===== src/hdl/tdpt_pkg.sv =====
// ----------------------------------------------------------------------------
// tdpt_pkg: shared types and constants of the trial division prime test
// Holds the operand width, stream widths, divisor constants and the command
// and status bundles between the controller and the datapath.
// ----------------------------------------------------------------------------
package tdpt_pkg;

    // Width of the tested value and the derived stream widths.
    localparam int VALUE_WIDTH = 32;
    localparam int S_TDATA_W   = ((VALUE_WIDTH + 7) / 8) * 8;
    localparam int M_TDATA_W   = 8;
    localparam int CNT_W       = $clog2(VALUE_WIDTH);
    localparam int SQ_W        = 2 * VALUE_WIDTH;

    // Divisor sequence constants (6k-1 and 6k+1 pairs).
    localparam int FIRST_DIVISOR  = 5;
    localparam int DIVISOR_STRIDE = 6;
    localparam int PAIR_OFFSET    = 2;
    localparam int SMALL_PRIME    = 3;

    // Square increment when the divisor moves by the stride:
    // (d+6)^2 - d^2 = 12*d + 36.
    localparam int SQ_STEP_CONST = DIVISOR_STRIDE * DIVISOR_STRIDE;

    // Which divisor the remainder unit is started with.
    typedef enum logic [1:0] {
        DIV_SEL_THREE,
        DIV_SEL_D,
        DIV_SEL_D_PAIR
    } div_sel_t;

    // Commands from the controller to the datapath.
    typedef struct packed {
        logic     load;       // capture a new value
        logic     div_start;  // start one remainder computation
        div_sel_t div_sel;    // divisor for that computation
        logic     init_d;     // set the trial divisor to its first value
        logic     step_d;     // advance the trial divisor by the stride
    } tdpt_cmd_t;

    // Status from the datapath to the controller.
    typedef struct packed {
        logic le_one;     // value is 0 or 1
        logic le_three;   // value is at most 3
        logic even;       // value is a multiple of 2
        logic div_done;   // remainder is ready (one-cycle pulse)
        logic rem_zero;   // last remainder is zero
        logic sq_gt_n;    // divisor squared exceeds the value
    } tdpt_status_t;

endpackage


===== src/hdl/tdpt_ctrl.sv =====
// ----------------------------------------------------------------------------
// tdpt_ctrl: sequencer of the trial division prime test
// Walks through the small-value checks, the division by three and the
// 6k-1 / 6k+1 divisor loop, and owns the registered result channel.
// ----------------------------------------------------------------------------
module tdpt_ctrl (
    input  logic                    aclk,
    input  logic                    aresetn,
    input  logic                    s_tvalid,
    output logic                    s_tready,
    output logic                    m_tvalid,
    input  logic                    m_tready,
    output logic                    is_prime,
    output tdpt_pkg::tdpt_cmd_t     cmd,
    input  tdpt_pkg::tdpt_status_t  status
);
    import tdpt_pkg::*;

    typedef enum logic [2:0] {
        ST_IDLE,
        ST_CHECK,
        ST_WAIT3,
        ST_TEST,
        ST_WAITA,
        ST_WAITB,
        ST_FINISH
    } state_t;

    state_t state_reg;
    state_t state_next;
    logic   verdict_reg;
    logic   verdict_next;
    logic   m_valid_reg;
    logic   result_reg;
    logic   out_free;

    assign s_tready = (state_reg == ST_IDLE);
    assign m_tvalid = m_valid_reg;
    assign is_prime = result_reg;
    assign out_free = !m_valid_reg || m_tready;

    // Next state, verdict and datapath commands.
    always_comb begin
        state_next    = state_reg;
        verdict_next  = verdict_reg;
        cmd.load      = 1'b0;
        cmd.div_start = 1'b0;
        cmd.div_sel   = DIV_SEL_THREE;
        cmd.init_d    = 1'b0;
        cmd.step_d    = 1'b0;
        unique case (state_reg)
            ST_IDLE: begin
                if (s_tvalid) begin
                    cmd.load   = 1'b1;
                    state_next = ST_CHECK;
                end
            end
            ST_CHECK: begin
                priority if (status.le_one) begin
                    verdict_next = 1'b0;
                    state_next   = ST_FINISH;
                end else if (status.le_three) begin
                    verdict_next = 1'b1;
                    state_next   = ST_FINISH;
                end else if (status.even) begin
                    verdict_next = 1'b0;
                    state_next   = ST_FINISH;
                end else begin
                    cmd.div_start = 1'b1;
                    cmd.div_sel   = DIV_SEL_THREE;
                    state_next    = ST_WAIT3;
                end
            end
            ST_WAIT3: begin
                if (status.div_done) begin
                    if (status.rem_zero) begin
                        verdict_next = 1'b0;
                        state_next   = ST_FINISH;
                    end else begin
                        cmd.init_d = 1'b1;
                        state_next = ST_TEST;
                    end
                end
            end
            ST_TEST: begin
                if (status.sq_gt_n) begin
                    verdict_next = 1'b1;
                    state_next   = ST_FINISH;
                end else begin
                    cmd.div_start = 1'b1;
                    cmd.div_sel   = DIV_SEL_D;
                    state_next    = ST_WAITA;
                end
            end
            ST_WAITA: begin
                if (status.div_done) begin
                    if (status.rem_zero) begin
                        verdict_next = 1'b0;
                        state_next   = ST_FINISH;
                    end else begin
                        cmd.div_start = 1'b1;
                        cmd.div_sel   = DIV_SEL_D_PAIR;
                        state_next    = ST_WAITB;
                    end
                end
            end
            ST_WAITB: begin
                if (status.div_done) begin
                    if (status.rem_zero) begin
                        verdict_next = 1'b0;
                        state_next   = ST_FINISH;
                    end else begin
                        cmd.step_d = 1'b1;
                        state_next = ST_TEST;
                    end
                end
            end
            ST_FINISH: begin
                if (out_free) begin
                    state_next = ST_IDLE;
                end
            end
            default: begin
                state_next = ST_IDLE;
            end
        endcase
    end

    // State and the registered result channel.
    always_ff @(posedge aclk) begin
        if (!aresetn) begin
            state_reg   <= ST_IDLE;
            verdict_reg <= 1'b0;
            m_valid_reg <= 1'b0;
            result_reg  <= 1'b0;
        end else begin
            state_reg   <= state_next;
            verdict_reg <= verdict_next;
            if (state_reg == ST_FINISH && out_free) begin
                m_valid_reg <= 1'b1;
                result_reg  <= verdict_reg;
            end else if (m_valid_reg && m_tready) begin
                m_valid_reg <= 1'b0;
            end
        end
    end

endmodule


===== config.mk =====
export PLATFORM = sky130hd
export DESIGN_NAME = tdpt_ctrl
export DESIGN_NICKNAME = d
export VERILOG_FILES = /design/src/hdl/tdpt_pkg.sv /design/src/hdl/tdpt_ctrl.sv
export SDC_FILE = /design/constraint.sdc
export NUM_CORES = 1
export LEC_CHECK = 0
export BUFFER_PORTS_ARGS = -buffer_cell sky130_fd_sc_hd__buf_2
export CAP_MARGIN = 20
export CORE_AREA = 8 8 45 47
export DETAILED_ROUTE_END_ITERATION = 7
export DIE_AREA = 0 0 53 55
export PLACE_DENSITY = 0.75
export SETUP_SLACK_MARGIN = 0.2
export SYNTH_ARGS = -nofsm -noshare
export SYNTH_HDL_FRONTEND = slang
export SYNTH_SLANG_ARGS = --single-unit

===== constraint.sdc =====
create_clock -name aclk -period 1.5 [get_ports aclk]
set_clock_uncertainty 0.15 [all_clocks]
set_input_delay 0.3 -clock aclk [delete_from_list [all_inputs] [get_ports aclk]]
set_output_delay 0.3 -clock aclk [all_outputs]
set_load 0.01 [all_outputs]

# --- Yosys cells after proc, flatten, opt, wreduce, memory -nomap -nowiden ---
# Cells that the tools add are included.
classes:
  addsub: 0
  mul: 0
  div_mod_pow: 0
  magnitude_cmp: 0
  n_eq_ne: 14
  shift: 0
  mux: 33
  bitwise_logic: 0
  reduce_logical: 11
ops:
  columns: ["operator", "n"]
  rows:
  - ["$mux W3", 14]
  - ["$pmux W3 S6", 1]
  - ["$mux W1", 14]
  - ["$eq A3 B3 Y1 const B", 3]
  - ["$pmux W3 S3", 1]
  - ["$ne A2 B2 Y1 const B", 4]
  - ["$eq A3 B2 Y1 const B", 2]
  - ["$ne A2 B1 Y1 const B", 3]
  - ["$reduce_and A5 Y1", 1]
  - ["$mux W2", 2]
  - ["$ne A4 B4 Y1 const B", 1]
  - ["$reduce_and A4 Y1", 1]
  - ["$eq A3 B1 Y1 const B", 1]
  - ["$logic_not A3 Y1", 1]
  - ["$pmux W1 S3", 1]
  - ["$reduce_bool A3 Y1", 1]
  - ["$reduce_or A3 Y1", 1]
  - ["$logic_and A1 B1 Y1", 2]
  - ["$reduce_bool A2 Y1", 1]
  - ["$reduce_or A2 Y1", 1]
  - ["$logic_not A1 Y1", 1]
  - ["$logic_or A1 B1 Y1", 1]
word_totals:
  register_bits: 6
  latchBits: 0
  ramBits: 0
  mem_bits_ro: 0
  mem_count: 0

# --- Longest topological paths before layout ---
# Gate-level depths: netlist (run 1).
logic_depth:
  ltp_word: 4
  depth_mapped: 6
  depth_no_buf: 4

# --- Least setup slack after synthesis (run 1) ---
# Ideal clock, no wire load.
synth_path:
  path_kind: "reg2out"
  start: "register state_reg[1]"
  end: "output port cmd[4] (netlist bit)"
  arrival_ns: 1.198
  slack_ns: -0.148
  stages_incl_launch_ff: 5
  n_path_buf: 2
  cell_sequence: "dfxtp_1 buf_6 buf_2 nor4b_2 o21bai_1"
synth_lines:
  columns: ["element", "line_no", "rtl"]
  rows:
  - ["start, declared", "tdpt_ctrl.sv:29", "state_t state_reg;"]
  - ["start signal, assigned", "tdpt_ctrl.sv:137", "state_reg <= state_next;"]
  - ["end, declared", "tdpt_ctrl.sv:14", "output tdpt_pkg::tdpt_cmd_t cmd,"]

# --- Worst setup path after layout (run 1) ---
layout_path:
  start: "register state_reg[1]"
  end: "register verdict_reg"
layout_via:
  elab_chain_cells: 4
layout_rtl:
  columns: ["element", "line_no", "rtl"]
  rows:
  - ["$eq A3 B3 Y1 / $eq A3 B2 Y1 (equally long branches)", "tdpt_ctrl.sv:51", "unique case (state_reg)"]
  - ["$reduce_or A3 Y1 (no source line)", null, null]
  - ["$ne A2 B1 Y1 (no source line) / $reduce_bool A3 Y1 (equally long branches)", null, null]
  - ["$reduce_and A5 Y1 (no source line)", null, null]
  - ["end signal, assigned", "tdpt_ctrl.sv:138", "verdict_reg <= verdict_next;"]
  - ["end, declared", "tdpt_ctrl.sv:31", "logic verdict_reg;"]
# Several ways; a longest one is shown, not always the timed one.
# A chain may end at the register's enable or synchronous reset.

==> impl_metrics.py, run 1 <==
metrics = {
    "power_and_ir_drop": {
        "power_report.internal_total_uw": 1070,
        "power.sequential.fraction": 0.182,
        "cellLeakagePower_uw": 0.000413,
        "net_switching_power_uw": 706,
        "clkPwrFrac": 0.079,
        "power.share.combinational": 0.739,
        "p_per_area_nw_per_um2": 1910,
        "power_switching_share": 0.398,
        "totalPowerFinal_uw": 1780,
        "power.ir.vdd_worst_v": 0.000902,
    },
    "timing": {
        "final-max-slew-violation-count": 0,
        "max-slew-margin-rel": 0.785,
        "fin_crit_period_ns": 1.67,
        "rsz0062_at_grt": "yes",
        "post-route-worst-setup-slack_ns": -0.171,
        "worst_slew_pin_slew_ns": 0.318,
        "finalSetupViolations": 12,
        "timing_hold_violations_final": 0,
        "max_freq_ghz": 0.598,
        "hold_slack_ns": 0.225,
        "post-route-period-util": 1.11,
    },
    "grt": {
        "antenna_found_initial": 0,
        "gr-total-overflow": 0,
        "grt_max_degree": 10,
        "first_global_vias": 656,
        "globalRouteTotalUtil": 0.128,
        "grt_first_pass_wirelength_mm": 2.86,
    },
    "setup_path": {
        "cp_max_fo": 5,
        "reg2reg_setup_slack_ns": -0.17,
        "startpoint_type": "flop",
        "worstPathArrival_ns": 1.68,
        "worst_setup_startpoint": "state_reg[1]",
        "worstSetupPathType": "reg -> reg",
        "timing.critical_path.required_ns": 1.51,
        "cp-endpoint": "verdict_reg",
        "reg2reg_to": "verdict_reg",
        "rr_worst_depth": 7,
        "worst_setup_path_end_kind": "flop",
        "timing.rr.start": "state_reg[1]",
    },
    "logic_synthesis": {
        "syn-num-nets": 77,
        "netlist-cell-type-count": 33,
        "ys_seq_elements": 6,
        "syn_inst": 67,
        "post-synth-top-area-cell": "dfxtp_1",
        "synth_top_cell_area_share": 0.231,
        "synth_most_common_cell": "nand2_1",
        "number_of_flops_mapped_to_enable_cells_by_yosys": 0,
        "yosysWarningCount": 0,
        "synth_top_cells_by_area": "dfxtp_1, mux2i_1, nand2_1, nor2b_1, a21oi_1",
        "post_synth.cell_area_avg_um2": 7.75,
        "synth-seq-area-share": 0.231,
        "synth_async_sr_flop_share": 0,
        "synth_top_cells_by_count": "nand2_1, dfxtp_1",
        "synthFlopType": "dfxtp_1",
        "mappedNetlistArea_um2": 519,
    },
    "clocking": {
        "cts_buffer_depth": 2,
        "clockRootBuffer": "clkbuf_4",
        "numClockSinks": 6,
        "worstSkewPairLatency_ns": 0.24,
        "cts-htree-levels": 1,
        "cts.hold.buffers_added": 0,
        "tritoncts.num_buffers": 3,
        "clock_transition_time_at_the_flip_flop_clock_pins_of_the_worst_setup_and_hold_paths_ns": 0.05,
        "cts_tree": "built",
    },
    "floorplan": {
        "design.die.area_um2": 2920,
        "placeableCoreArea_um2": 1380,
        "die_width_um": 53,
        "initial_standard_cell_utilization_of_the_core": 0.375,
        "floorplan.io_pins": 19,
        "floorplan.rows": 14,
        "die_h_um": 55,
    },
    "routing": {
        "finalWirelength_mm": 1.83,
        "first_iter_violations": 10,
        "route.detailed.vias_per_inst": 5.44,
        "dr_drc_count": 0,
        "detail_route.first_pass.iterations": 6,
        "wire_per_inst_um": 15.2,
        "ant_nets": 0,
        "dr_total_vias": 658,
    },
    "worst_hold_path": {
        "worstHoldPathType": "in -> reg",
    },
    "placement": {
        "port-buffer-count": 18,
        "detailed_place_hpwl_mm": 1.15,
        "placer_congestion": 0.832,
        "dp.cells": 108,
        "preCtsSetupSlack_ns": -0.125,
    },
    "cells_and_area": {
        "area_occupied_by_multi_input_gates_um2": 445,
        "nets": 117,
        "regArea_um2": 131,
        "antenna_cells": 0,
        "post_layout_nonfiller_instances": 121,
        "fill_cells": 108,
        "area_growth_syn_to_layout_pct": 79.3,
        "final_layout_size_suffix_gt1_frac": 0.581,
        "finalCoreUtilization": 0.673,
        "largest_register_ffs": 3,
    },
    "run_status": {
        "outcome": "finished, violations left",
        "failed_checks": "negative setup slack",
    },
    "flow_run": {
        "timing.max_cap.violations": 0,
    },
}
worst min path at each step:
stage	cells past startpoint	endpoint	slack [ns]	startpoint
3_3_place_gp	2	verdict_reg	0.30	verdict_reg
2_1_floorplan	2	verdict_reg	0.29	verdict_reg
6_report	3	state_reg[0]	0.22	aresetn
4_1_cts	3	state_reg[0]	0.21	aresetn
3_5_place_dp	2	verdict_reg	0.30	verdict_reg
5_1_grt	3	state_reg[0]	0.23	aresetn
metal layers:
layer / vias to the layer above / wire length, um / GRT usage
met4: 0 / 52 / 0.0690
met3: 8 / 56 / 0.0160
li1: 322 / - / -
met5: - / 0 / 0
met1: 312 / 758 / 0.140
met2: 16 / 966 / 0.234
power by group through the flow:
stage | clock, uW | sequential, uW | combinational, uW
detailed placement | 0 | 291 | 847
global placement | 0 | 290 | 818
floorplan | 0 | 272 | 647
finish | 141 | 323 | 1310
CTS | 150 | 317 | 1180
global route | 156 | 332 | 1410
critical path: stages (launching register included):
cell	delay, ns
dfxtp_4	0.35
buf_8	0.13
buf_4	0.13
buf_6	0.11
or3b_1	0.39
a21oi_2	0.13
o21ai_1	0.07
mux2i_1	0.14
layout make-up:
type | instances | share of cell area
inverters | 1 | 0.00403
well taps | 16 | 0.0215
multi-input cells | 55 | 0.478
flip-flops and latches | 6 | 0.141
clock buffers | 3 | 0.0242
repair buffers | 40 | 0.331
cell usage in the layout, fill, tap and decap left out, types with 2 or more instances in the layout:
| master | n |
|---|---|
| buf_8 | 2 |
| dfxtp_4 | 3 |
| nand2_1 | 8 |
| o211ai_1 | 2 |
| nor2_1 | 3 |
| buf_6 | 4 |
| mux2i_1 | 4 |
| a21oi_2 | 2 |
| buf_4 | 16 |
| nand2b_1 | 2 |
| dfxtp_1 | 3 |
| nand4_1 | 2 |
| clkbuf_4 | 3 |
| o21ai_1 | 3 |
| a21oi_1 | 2 |
| buf_2 | 17 |
| o21ai_0 | 2 |
| nor2b_1 | 3 |
through the flow:
stage | cell area [um2] | TNS [ns]
2_1_floorplan | 569 | 0
3_3_place_gp | 727 | -0.277
3_5_place_dp | 727 | -0.407
4_1_cts | 887 | -1.14
5_1_grt | 931 | -1.94
6_report | 931 | -1.19
logic make-up (layout without fill, tap and decap cells):
family / after synthesis / count (layout) / synth area share
compound gates: 16 / 16 / 0.195
mux: 5 / 5 / 0.0988
fa+ha+maj: 1 / 1 / 0.0193
buf+inv: 6 / 44 / 0.0675
flops: 6 / 6 / 0.231
simple gates: 33 / 33 / 0.388
repair_timing:
item,4_1_cts,5_1_grt
cloned,1,0
resized for setup,16,10
pin swaps,10,8
endpoints found under the setup margin,12,13
endpoints found under the hold margin,0,0
setup buffers,5,4
(Power assumes the default switching activity.)
==> run 2: changes to the inputs <==
TNS_END_PERCENT = 1   (was not set)
==> impl_metrics.py, run 2 (synthesized netlist as in run 1, its figures left out) <==
metrics = {
    "run_status": {
        "outcome": "finished, violations left",
        "failed_checks": "negative setup slack",
    },
    "timing": {
        "worst_slew_pin_slew_ns": 0.324,
        "post-route-period-util": 1.10,
        "final-max-slew-violation-count": 0,
        "timing.setup.tns_ns": -0.796,
        "max-slew-margin-rel": 0.781,
        "fin_crit_period_ns": 1.66,
        "post-route-worst-setup-slack_ns": -0.157,
        "max_freq_ghz": 0.604,
        "timing_hold_violations_final": 0,
        "finalSetupViolations": 10,
        "rsz0062_at_grt": "yes",
        "hold_slack_ns": 0.218,
    },
    "placement": {
        "dp.cells": 110,
        "placer_congestion": 0.797,
        "port-buffer-count": 18,
        "dpl_cell_area_um2": 737,
        "detailed_place_hpwl_mm": 1.05,
    },
    "cells_and_area": {
        "area_growth_syn_to_layout_pct": 65.1,
        "final_layout_size_suffix_gt1_frac": 0.535,
        "finalInstanceArea_um2": 857,
        "most_frequent_standard_cell_in_the_layout_excluding_fill_and_tap_cells": "buf_2",
        "final_cell_mix": "buf_2, buf_4, nand2_1",
        "post_layout_nonfiller_instances": 115,
        "fill_cells": 120,
        "antenna_cells": 0,
        "nets": 111,
        "regArea_um2": 129,
        "largest_register_ffs": 3,
        "area_occupied_by_multi_input_gates_um2": 450,
    },
    "grt": {
        "gr-total-overflow": 0,
        "globalRouteTotalUtil": 0.116,
        "grt_max_degree": 11,
        "grt_first_pass_wirelength_mm": 2.64,
        "first_global_vias": 642,
        "antenna_found_initial": 0,
    },
    "routing": {
        "route.detailed.vias_per_inst": 5.33,
        "dr_drc_count": 0,
        "finalWirelength_mm": 1.54,
        "wire_per_inst_um": 13.4,
        "detail_route.first_pass.iterations": 4,
        "first_iter_violations": 11,
        "ant_nets": 0,
        "dr_total_vias": 613,
    },
    "setup_path": {
        "timing.critical_path.required_ns": 1.05,
        "worstSetupPathType": "reg -> out",
        "worstPathArrival_ns": 1.21,
        "cp_max_fo": 8,
        "worst_setup_path_end_kind": "output pin",
        "startpoint_type": "flop",
    },
    "clocking": {
        "tritoncts.num_buffers": 3,
        "numClockSinks": 6,
        "cts_buffer_depth": 2,
        "cts_tree": "built",
        "clock_transition_time_at_the_flip_flop_clock_pins_of_the_worst_setup_and_hold_paths_ns": 0.05,
        "worstSkewPairLatency_ns": 0.25,
        "cts.hold.buffers_added": 0,
        "clockRootBuffer": "clkbuf_4",
        "cts-htree-levels": 1,
    },
    "floorplan": {
        "initial_standard_cell_utilization_of_the_core": 0.375,
        "floorplan.rows": 14,
        "design.die.area_um2": 2920,
        "placeableCoreArea_um2": 1380,
        "die_width_um": 53,
        "die_h_um": 55,
        "floorplan.io_pins": 19,
    },
    "power_and_ir_drop": {
        "power.ir.vdd_worst_v": 0.000870,
        "p_per_area_nw_per_um2": 1780,
        "cellLeakagePower_uw": 0.000372,
    },
    "flow_run": {
        "timing.max_cap.violations": 0,
    },
    "worst_hold_path": {
        "worstHoldPathType": "in -> reg",
    },
}
==> run 2: timing repair <==
action                                  in CTS  in global routing
endpoints found under the setup margin      12                 12
hold endpoints to repair                     0                  0
gates resized for setup                     11                  9
pin swaps                                    6                  3
buffers inserted                             2                  0
==> run 2: critical path: stages (launching register included) <==
cell     delay (ns)
dfxtp_2        0.36
buf_8          0.14
buf_6          0.12
nor4b_4        0.17
buf_2          0.17
==> run 2: through the flow <==
stage / util / power (uW) / setup WS, ns
floorplan: - / 914 / 0.0125
global placement: 0.533 / 1120 / -0.0917
detailed placement: 0.533 / 1140 / -0.131
finish: 0.619 / 1520 / -0.157
CTS: 0.588 / 1410 / -0.160
global route: 0.619 / 1630 / -0.215
==> run 2: report_power, final <==
group	internal (uW)	total, uW	switching (uW)
registers	232	346	115
clock network	91.1	158	66.6
logic	561	1020	458
==> run 2: routing by layer <==
| layer | wire length [um] | up-vias | track usage |
|---|---|---|---|
| met5 | 0 | - | 0 |
| met4 | 3 | 0 | 0.0517 |
| met3 | 47 | 2 | 0.0107 |
| met2 | 842 | 18 | 0.230 |
| met1 | 645 | 283 | 0.120 |
| li1 | - | 310 | - |
==> run 2: worst paths after layout <==
check                                     to  cells after the start  slack, ns         start
worst max-delay path                  cmd[1]                      4      -0.16  state_reg[1]
worst min-delay path            state_reg[0]                      3       0.22       aresetn
worst max register to register   verdict_reg                      6      -0.06  state_reg[1]
worst min register to register      is_prime                      2       0.36      is_prime
==> run 2: final cells by class <==
type | instances | share of cell area
Inverter | 1 | 0.00438
Multi-Input combinational cell | 55 | 0.526
Tap cell | 16 | 0.0234
Timing Repair Buffer | 34 | 0.270
Clock buffer | 3 | 0.0263
Sequential cell | 6 | 0.150
